[src/hw/rtl/tracker_voice_event_decoder_macros.svh]
// Assertion macros for the tracker voice event decoder
`ifndef TRACKER_VOICE_EVENT_DECODER_MACROS_SVH
`define TRACKER_VOICE_EVENT_DECODER_MACROS_SVH

`ifndef SYNTH

// Holds on every clock edge outside reset.
`define TVD_ASSERT(label, prop) \
  label: assert property (@(posedge clk_i) disable iff (!rst_ni) (prop)) \
    else $error("tracker voice decoder assertion failed");

// Consequent holds in the cycle after the antecedent.
`define TVD_ASSERT_NEXT(label, ante, cons) \
  label: assert property (@(posedge clk_i) disable iff (!rst_ni) (ante) |=> (cons)) \
    else $error("tracker voice decoder assertion failed");

`else

`define TVD_ASSERT(label, prop)
`define TVD_ASSERT_NEXT(label, ante, cons)

`endif

`endif

[src/hw/rtl/tvd_pkg.sv]
// Shared types, constants and helpers for the tracker voice event decoder
package tvd_pkg;

  localparam int unsigned RowBits = 10;

  localparam logic [7:0] CmdNote  = 8'd1;
  localparam logic [7:0] CmdInstr = 8'd2;
  localparam logic [8:0] EffBias  = 9'd3;

  // One burst of rows caused by a single input word
  typedef struct packed {
    logic               valid;
    logic [3:0]         count;
    logic [RowBits-1:0] row;
    logic               end_voice;
    logic               unsup;
    logic               note_p;
    logic [7:0]         note_v;
    logic               inst_p;
    logic [7:0]         inst_v;
    logic               eff_p;
    logic [7:0]         eff_cmd;
    logic [7:0]         eff_par;
  } tvd_desc_t;

  // v / 12 as (v * 171) >> 11, exact for all 8-bit v
  function automatic logic [4:0] div12(input logic [7:0] v);
    logic [15:0] p;
    begin
      p = {8'd0, v} * 16'd171;
      div12 = p[15:11];
    end
  endfunction

  function automatic logic [3:0] mod12(input logic [7:0] v);
    logic [4:0] q;
    logic [7:0] r;
    begin
      q = div12(v);
      r = v - 8'({3'd0, q} * 8'd12);
      mod12 = r[3:0];
    end
  endfunction

endpackage

[src/hw/rtl/tracker_voice_event_decoder.sv]
// Top level of the tracker voice event decoder
//
// Input channel: one record byte per word (data_byte_i, first_byte_i), taken
// when in_valid_i is high and in_stall_o low. A word with first_byte_i set
// starts a voice record; the four length bytes are skipped.
// Output channel: one row word per beat, taken when out_valid_o is high and
// out_stall_i low; last_o marks the final row caused by one input word.
// Config: cfg_data_i sets format_is_mod on cfg_valid_i; cfg_ready_o is
// always high. Write it only while the block is idle.
// Path: a row goes through the burst register, then the output register.
// Throughput: one input word per cycle while in_stall_o is low; a word that
// expands to N rows holds the input until its last row moves, as the burst
// register hands one row per cycle to the output register while it is free.
// The burst register lets the next word be taken while a finished row waits.
// Reset: parser returns to idle, row counter and latches clear, no rows are
// pending, format_is_mod reads 1.
// Receiver stall: the output row holds; the burst register fills and then
// in_stall_o rises until the stall clears.
`include "tracker_voice_event_decoder_macros.svh"

module tracker_voice_event_decoder (
  input  logic              clk_i,
  input  logic              rst_ni,
  input  logic              cfg_valid_i,
  output logic              cfg_ready_o,
  input  logic              cfg_data_i,
  input  logic              in_valid_i,
  output logic              in_stall_o,
  input  logic [7:0]        data_byte_i,
  input  logic              first_byte_i,
  output logic              out_valid_o,
  input  logic              out_stall_i,
  output logic [9:0]        row_number_o,
  output logic              note_present_o,
  output logic [4:0]        octave_o,
  output logic [3:0]        pitch_class_o,
  output logic              instrument_present_o,
  output logic [8:0]        instrument_number_o,
  output logic              effect_present_o,
  output logic signed [8:0] effect_code_o,
  output logic [7:0]        effect_param_o,
  output logic              end_of_voice_o,
  output logic              unsupported_o,
  output logic              last_o
);
  import tvd_pkg::*;

  logic               fmt_mod_q;
  logic               in_fire;
  tvd_desc_t          desc;

  logic               burst_v_q;
  tvd_desc_t          burst_q;
  logic               out_free;
  logic               move;
  logic               burst_done;

  logic               out_v_q;
  logic [RowBits-1:0] row_q;
  logic               note_p_q;
  logic [4:0]         oct_q;
  logic [3:0]         pc_q;
  logic               inst_p_q;
  logic [8:0]         inst_num_q;
  logic               eff_p_q;
  logic [8:0]         eff_code_q;
  logic [7:0]         eff_par_q;
  logic               end_q;
  logic               unsup_q;
  logic               last_q;

  assign cfg_ready_o = 1'b1;

  always_ff @(posedge clk_i or negedge rst_ni) begin
    if (!rst_ni) begin
      fmt_mod_q <= 1'b1;
    end else if (cfg_valid_i && cfg_ready_o) begin
      fmt_mod_q <= cfg_data_i;
    end
  end

  assign out_free   = !out_v_q || !out_stall_i;
  assign move       = burst_v_q && out_free;
  assign burst_done = move && (burst_q.count == 4'd1);
  assign in_stall_o = burst_v_q && !burst_done;
  assign in_fire    = in_valid_i && !in_stall_o;

  tvd_parser u_parser (
    .clk_i       (clk_i),
    .rst_ni      (rst_ni),
    .fmt_mod_i   (fmt_mod_q),
    .fire_i      (in_fire),
    .data_byte_i (data_byte_i),
    .first_byte_i(first_byte_i),
    .desc_o      (desc)
  );

  // burst register: rows still to be handed to the output register
  always_ff @(posedge clk_i or negedge rst_ni) begin
    if (!rst_ni) begin
      burst_v_q <= 1'b0;
    end else if (in_fire && desc.valid) begin
      burst_v_q <= 1'b1;
    end else if (burst_done) begin
      burst_v_q <= 1'b0;
    end
  end

  always_ff @(posedge clk_i) begin
    if (in_fire && desc.valid) begin
      burst_q <= desc;
    end else if (move) begin
      burst_q.count <= burst_q.count - 4'd1;
      burst_q.row   <= burst_q.row + RowBits'(1);
    end
  end

  always_ff @(posedge clk_i or negedge rst_ni) begin
    if (!rst_ni) begin
      out_v_q <= 1'b0;
    end else if (move) begin
      out_v_q <= 1'b1;
    end else if (!out_stall_i) begin
      out_v_q <= 1'b0;
    end
  end

  always_ff @(posedge clk_i) begin
    if (move) begin
      row_q      <= burst_q.row;
      note_p_q   <= burst_q.note_p;
      oct_q      <= burst_q.note_p ? div12(burst_q.note_v) : 5'd0;
      pc_q       <= burst_q.note_p ? mod12(burst_q.note_v) : 4'd0;
      inst_p_q   <= burst_q.inst_p;
      inst_num_q <= burst_q.inst_p ? ({1'b0, burst_q.inst_v} + 9'd1) : 9'd0;
      eff_p_q    <= burst_q.eff_p;
      eff_code_q <= burst_q.eff_p ? ({1'b0, burst_q.eff_cmd} - EffBias) : 9'd0;
      eff_par_q  <= burst_q.eff_p ? burst_q.eff_par : 8'd0;
      end_q      <= burst_q.end_voice;
      unsup_q    <= burst_q.unsup;
      last_q     <= (burst_q.count == 4'd1);
    end
  end

  assign out_valid_o          = out_v_q;
  assign row_number_o         = row_q;
  assign note_present_o       = note_p_q;
  assign octave_o             = oct_q;
  assign pitch_class_o        = pc_q;
  assign instrument_present_o = inst_p_q;
  assign instrument_number_o  = inst_num_q;
  assign effect_present_o     = eff_p_q;
  assign effect_code_o        = $signed(eff_code_q);
  assign effect_param_o       = eff_par_q;
  assign end_of_voice_o       = end_q;
  assign unsupported_o        = unsup_q;
  assign last_o               = last_q;

  // a pending burst always has rows left
  `TVD_ASSERT(a_burst_nonempty, !burst_v_q || (burst_q.count != 4'd0))
  // a row that is not the last of its word leaves more rows behind it
  `TVD_ASSERT(a_more_rows_pending, !(out_v_q && !last_q) || burst_v_q)
  // rows of one burst number consecutively
  `TVD_ASSERT_NEXT(a_row_seq, out_v_q && !out_stall_i && !last_q, row_q == $past(row_q) + RowBits'(1))

endmodule

[src/hw/rtl/tvd_parser.sv]
// Voice record parser: phase tracking, latches and row counter
module tvd_parser (
  input  logic                clk_i,
  input  logic                rst_ni,
  input  logic                fmt_mod_i,
  input  logic                fire_i,
  input  logic [7:0]          data_byte_i,
  input  logic                first_byte_i,
  output tvd_pkg::tvd_desc_t  desc_o
);
  import tvd_pkg::*;

  localparam logic [2:0] PhIdle    = 3'd0;
  localparam logic [2:0] PhPrefix  = 3'd1;
  localparam logic [2:0] PhControl = 3'd2;
  localparam logic [2:0] PhCmd     = 3'd3;
  localparam logic [2:0] PhParam   = 3'd4;

  logic [2:0]         phase_q, phase_d;
  logic [1:0]         skip_q, skip_d;
  logic [3:0]         pairs_q, pairs_d;
  logic [3:0]         rep_q, rep_d;
  logic [7:0]         cmd_q, cmd_d;
  logic               note_p_q, note_p_d;
  logic [7:0]         note_q, note_d;
  logic               inst_p_q, inst_p_d;
  logic [7:0]         inst_q, inst_d;
  logic               eff_p_q, eff_p_d;
  logic [7:0]         eff_cmd_q, eff_cmd_d;
  logic [7:0]         eff_par_q, eff_par_d;
  logic [RowBits-1:0] row_q, row_d;
  logic [3:0]         lo, hi;
  tvd_desc_t          desc;

  assign lo = data_byte_i[3:0];
  assign hi = data_byte_i[7:4];

  always_comb begin
    phase_d   = phase_q;
    skip_d    = skip_q;
    pairs_d   = pairs_q;
    rep_d     = rep_q;
    cmd_d     = cmd_q;
    note_p_d  = note_p_q;
    note_d    = note_q;
    inst_p_d  = inst_p_q;
    inst_d    = inst_q;
    eff_p_d   = eff_p_q;
    eff_cmd_d = eff_cmd_q;
    eff_par_d = eff_par_q;
    row_d     = row_q;
    desc      = '0;
    desc.row  = row_q;

    if (first_byte_i) begin
      pairs_d   = '0;
      rep_d     = '0;
      cmd_d     = '0;
      note_p_d  = 1'b0;
      note_d    = '0;
      inst_p_d  = 1'b0;
      inst_d    = '0;
      eff_p_d   = 1'b0;
      eff_cmd_d = '0;
      eff_par_d = '0;
      row_d     = '0;
      if (!fmt_mod_i) begin
        phase_d     = PhIdle;
        skip_d      = '0;
        desc.valid  = 1'b1;
        desc.count  = 4'd1;
        desc.unsup  = 1'b1;
        desc.row    = '0;
      end else begin
        phase_d = PhPrefix;
        skip_d  = 2'd3;
      end
    end else begin
      unique case (phase_q)
        PhPrefix: begin
          skip_d = skip_q - 2'd1;
          if (skip_q == 2'd1) begin
            phase_d = PhControl;
          end
        end
        PhControl: begin
          note_p_d  = 1'b0;
          note_d    = '0;
          inst_p_d  = 1'b0;
          inst_d    = '0;
          eff_p_d   = 1'b0;
          eff_cmd_d = '0;
          eff_par_d = '0;
          if (data_byte_i == 8'd0) begin
            desc.valid     = 1'b1;
            desc.count     = 4'd1;
            desc.end_voice = 1'b1;
            phase_d        = PhIdle;
          end else if (lo == 4'd0) begin
            // empty rows only
            desc.valid = 1'b1;
            desc.count = hi;
            row_d      = row_q + RowBits'(hi);
          end else begin
            pairs_d = lo;
            rep_d   = hi;
            phase_d = PhCmd;
          end
        end
        PhCmd: begin
          cmd_d   = data_byte_i;
          phase_d = PhParam;
        end
        PhParam: begin
          if (cmd_q == CmdNote) begin
            note_p_d = 1'b1;
            note_d   = data_byte_i;
          end else if (cmd_q == CmdInstr) begin
            inst_p_d = 1'b1;
            inst_d   = data_byte_i;
          end else begin
            eff_p_d   = 1'b1;
            eff_cmd_d = cmd_q;
            eff_par_d = data_byte_i;
          end
          pairs_d = pairs_q - 4'd1;
          if (pairs_q != 4'd1) begin
            phase_d = PhCmd;
          end else begin
            phase_d      = PhControl;
            desc.valid   = 1'b1;
            desc.count   = rep_q;
            desc.note_p  = note_p_d;
            desc.note_v  = note_d;
            desc.inst_p  = inst_p_d;
            desc.inst_v  = inst_d;
            desc.eff_p   = eff_p_d;
            desc.eff_cmd = eff_cmd_d;
            desc.eff_par = eff_par_d;
            row_d        = row_q + RowBits'(rep_q);
          end
        end
        default: begin
          phase_d = PhIdle;
        end
      endcase
    end
    // a zero repeat emits nothing
    if (desc.count == 4'd0) begin
      desc.valid = 1'b0;
    end
  end

  assign desc_o = desc;

  always_ff @(posedge clk_i or negedge rst_ni) begin
    if (!rst_ni) begin
      phase_q   <= PhIdle;
      skip_q    <= '0;
      pairs_q   <= '0;
      rep_q     <= '0;
      cmd_q     <= '0;
      note_p_q  <= 1'b0;
      note_q    <= '0;
      inst_p_q  <= 1'b0;
      inst_q    <= '0;
      eff_p_q   <= 1'b0;
      eff_cmd_q <= '0;
      eff_par_q <= '0;
      row_q     <= '0;
    end else if (fire_i) begin
      phase_q   <= phase_d;
      skip_q    <= skip_d;
      pairs_q   <= pairs_d;
      rep_q     <= rep_d;
      cmd_q     <= cmd_d;
      note_p_q  <= note_p_d;
      note_q    <= note_d;
      inst_p_q  <= inst_p_d;
      inst_q    <= inst_d;
      eff_p_q   <= eff_p_d;
      eff_cmd_q <= eff_cmd_d;
      eff_par_q <= eff_par_d;
      row_q     <= row_d;
    end
  end

endmodule
[config.mk]
export PLATFORM = sky130hd
export DESIGN_NAME = tracker_voice_event_decoder
export DESIGN_NICKNAME = d
export VERILOG_FILES = /design/src/hw/rtl/tvd_pkg.sv /design/src/hw/rtl/tracker_voice_event_decoder.sv /design/src/hw/rtl/tvd_parser.sv
export VERILOG_INCLUDE_DIRS = /design/src /design/src/hw/rtl
export SDC_FILE = /design/constraint.sdc
export NUM_CORES = 1
export LEC_CHECK = 0
export ABC_AREA = 1
export BUFFER_PORTS_ARGS = -buffer_cell sky130_fd_sc_hd__buf_2
export CAP_MARGIN = 0
export CORE_ASPECT_RATIO = 1.4
export CORE_MARGIN = 8
export CORE_UTILIZATION = 45
export DETAILED_ROUTE_END_ITERATION = 6
export HOLD_SLACK_MARGIN = 0.05
export PLACE_DENSITY = 0.69
export SETUP_SLACK_MARGIN = 0.3
export SLEW_MARGIN = 20
export SYNTH_ARGS = -nofsm -noshare
export SYNTH_HDL_FRONTEND = slang
export SYNTH_HIERARCHICAL = 1
export SYNTH_SLANG_ARGS = --single-unit
[constraint.sdc]
create_clock -name clk_i -period 4.3 [get_ports clk_i]
set_clock_uncertainty 0.05 [all_clocks]
set_input_delay 0.215 -clock clk_i [delete_from_list [all_inputs] [get_ports clk_i]]
set_output_delay 0.215 -clock clk_i [all_outputs]
set_load 0.02 [all_outputs]
==> results by group <==
Die
  – Die H: 188 microns
  – Die ar.: 26200 sq um
  – Die extent in x: 139 microns
  – Initial cell density of the core: 45.5%
  – Core Box Area: 21000 sq um
  – Ports: 69
  – Row cnt: 63

Route
  – Vias per cell: 5.08
  – Drt drc: 0
  – Final WL: 19800 microns
  – Final antenna-violating net count: 0
  – Drt wl/cell: 14.0 microns
  – DR iter-0 viols: 591
  – Detailed Routing Iterations Pass 1: 6
  – Vias: 7183

Placed design
  – GP Congestion: 0.889
  – HPWL after detailed placement: 13900 microns
  – PortBufs: 67

Synthesis
  – Post-synth top area share: 32.1%
  – Cell taking the most area after synthesis: edfxtp_1
  – Mapped Area: 9530 sq um
  – Sequential element share of the synthesized area: 50.3%
  – FF+latch count, synth: 171
  – Number of unique standard cell types used by synthesis: 49
  – Synth top area cells: edfxtp_1 32%, dfrtp_1 18%, nand2_1 10%
  – Synthesized net count: 1146
  – Synth Flop Type: edfxtp_1
  – Mean post-synth cell area: 8.96 sq um
  – EDFF count, synth: 102
  – Post-synthesis async set-or-reset flop share: 40.4%
  – Cells after synthesis: 1064
  – Warnings, synthesis: 6

Layout
  – Utilization after layout: 51.8%
  – Nets: 1222
  – Antenna cells: 0
  – Layout area overhead: 14.0%
  – Share of layout cells above drive strength 1: 14.9%

Clocking
  – H-Tree Depth: 4
  – Skew-Pair Late Insertion Delay: 0.44 ns
  – Clock-pin slew on the worst setup and hold paths: 0.07 ns
  – Root buffer cell: clkbuf_16
  – CTS Buffer Depth: 2
  – Clk sink count: 171
  – CTS tree: yes
  – CTS Buf Count: 17

Timing
  – Unrepaired setup endpoints after global routing: true
  – Worst-Margin Slew: 0.899 ns
  – Period utilization: 89.5%
  – Final setup fails: 0
  – Max Clk Rate: 0.260 GHz
  – Max-slew headroom: 40.0%
  – Final-report hold violation count: 0
  – Period minus WS final: 3.85 ns
  – Slew Limit Fails: 0
  – TNS Setup: 0 ns

Setup path
  – WP depth: 17
  – Endpoint class of the critical path: flip-flop
  – Critical path arrival: 3.99 ns
  – R2R Setup Slk: 0.45 ns
  – Worst reg2reg path depth: 17
  – Startpoint types: flip-flop
  – Critical path's top delay family: adder cells
  – Critical-path cell list: ha_4 > fa_1 > fa_1 > inv_1 > fa_1 > inv_2 > ha_4 > a21o_1 > a21oi_2 > nand2_1 > nand2_2 > nand2_1 > ha_2 > inv_1 > nand3_1 > a21oi_1 > nor2_1
  – CP max stage cell: fa_1
  – FF-to-FF End: pitch_class_o[3]
  – Reg2reg start: burst_q[29]
  – CP max FO: 3
  – Critical path's most frequent cell: fa_1
  – CP required: 4.44 ns
  – Crit-path max cell delay: 0.49 ns
  – Crit Path Class: flip-flop to flip-flop
  – Worst path bufs/invs: 3

Global routing
  – Initial antenna violation count: 0
  – GRT Total Usage: 15.6%
  – Largest net degree at the start of global routing: 65
  – Vias in the first global route: 7150
  – First-pass GRT wire length: 33600 microns
  – Remaining Overflow, GRT: 0

Hold path
  – Min-delay src: in_valid_i
  – Worst hold-check path type: input port to flip-flop
  – Worst Hold Endpoint: burst_v_q
  – Hold Path Stages: 5

Status
  – Outcome: finished clean

Power
  – Pleak: 0.00501 uW
  – Maximum vdd drop: 0.390 mV
  – Cell Pwr Density: 575 nW/um^2

Flow run
  – Max Cap Violations: 0
==> where the power goes <==
group / internal [uW] / switching [uW]
registers: 2290 / 219
clock network: 804 / 774
logic: 726 / 1440
total: 3820 / 2430
==> registers in the layout, indices dropped and copies added (netlist names), 9 cells and up <==
| register | count |
|---|---|
| u_parser/row_q | 10 |
| effect_code_o | 9 |
| burst_q | 51 |
| instrument_number_o | 9 |
| row_number_o | 10 |
==> synth_stat cells (all sizes together) (2+ instances only) <==
cell	number
a21o	2
a21oi	36
a31oi	2
buf	20
clkbuf	11
dfrtp	68
edfxtp	102
fa	13
ha	54
inv	160
nand2	269
nand3	92
nand4	25
nor2	90
nor3	11
o211ai	3
o21ai	76
o22ai	5
or2	2
xnor2	4
xor2	8
==> final cells by class <==
class,instances,area (sq um)
sequential,171,4790
clock inverter,15,206
tap,260,325
clock buffer,17,425
timing repair buffer,88,505
fill,1878,10100
inverter,161,613
multi-input combinational,701,4000
==> placed cells by master (no fill, tap or decap), types with 2 or more instances in the layout <==
master	synthesis	final
xnor2_1	4	4
inv_1	154	152
o21ai_0	53	52
nor2_2	4	5
o22ai_1	5	5
a31oi_1	2	2
clkinv_8	0	7
nand3_4	2	2
buf_2	13	67
nand3_2	6	6
a21oi_1	36	34
ha_4	0	3
clkbuf_16	0	17
nand2_1	263	261
dfrtp_1	68	68
xor2_1	8	8
o21ai_1	10	11
nand4_1	25	25
nand2_2	5	7
nor2_1	84	83
a21oi_2	0	2
fa_1	13	13
edfxtp_1	102	102
o211ai_1	3	3
inv_2	4	5
ha_2	0	2
ha_1	54	49
inv_8	0	3
dlygate4sd3_1	0	5
a21o_1	2	2
inv_6	1	3
nor3_1	10	10
nand3_1	84	84
buf_4	2	16
or2_2	2	2
nor2_4	2	2
o21ai_2	13	13
inv_12	0	2
==> how the worst max path moves through the flow <==
stage	start	endpoint	slack, ns
6_report	burst_q[29]	pitch_class_o[3]	0.45
2_1_floorplan	burst_q[29]	pitch_class_o[3]	0.32
5_1_grt	burst_q[29]	pitch_class_o[3]	0.26
3_3_place_gp	burst_q[26]	pitch_class_o[3]	0.29
4_1_cts	burst_q[27]	pitch_class_o[3]	0.34
3_5_place_dp	burst_q[26]	pitch_class_o[3]	0.20
==> logic make-up (layout without fill, tap and decap cells) <==
| logic type | count (synthesis) | after routing | share of synthesized area, % |
|---|---|---|---|
| fa+ha+maj | 67 | 67 | 9.82 |
| compound gates | 128 | 128 | 7.56 |
| simple gates | 492 | 492 | 22.8 |
| xor+xnor | 12 | 12 | 1.10 |
| other cells | 1 | 1 | 0.0393 |
| buf+inv | 192 | 281 | 8.34 |
| flops | 171 | 171 | 50.3 |
| mux | 1 | 1 | 0.118 |
==> stage by stage <==
stage                     instance area (sq um)  hold slack [ns]  std cells  total power [uW]  worst slack, ns
after floorplan                            9540           -0.131       1064              4060            0.317
after global placement                    10100            0.340       1367              4570            0.294
after detailed placement                  10100            0.341       1367              4620            0.198
after CTS                                 10800            0.135       1411              6280            0.341
after global routing                      10900            0.164       1413              6680            0.261
final                                     10900            0.148       1413              6250            0.450
==> worst register-to-register path: cells and delay by family, from the launching register on <==
kind                       cells  cell delay [ns]
AOI/OAI and AO/OA              3             0.48
DFF                            1             0.45
adders and majority gates      6             2.08
buffers and inverters          3             0.15
and+or+nand+nor                5             0.40
==> layer usage <==
layer / global-route usage [%] / wire [microns]
met3: 3.57 / 956
met2: 27.9 / 10100
met5: 0 / 0
met4: 6.31 / 438
met1: 17.7 / 8330
==> what timing repair did <==
item / 4_1_cts / 5_1_grt
hold buffers: 5 / 0
pin swaps: 6 / 10
setup endpoints to repair: 1 / 2
setup buffers: 7 / 2
gates resized for setup: 3 / 8
hold endpoints to repair: 39 / 0
Note: power is estimated with default switching activity, not from simulation.
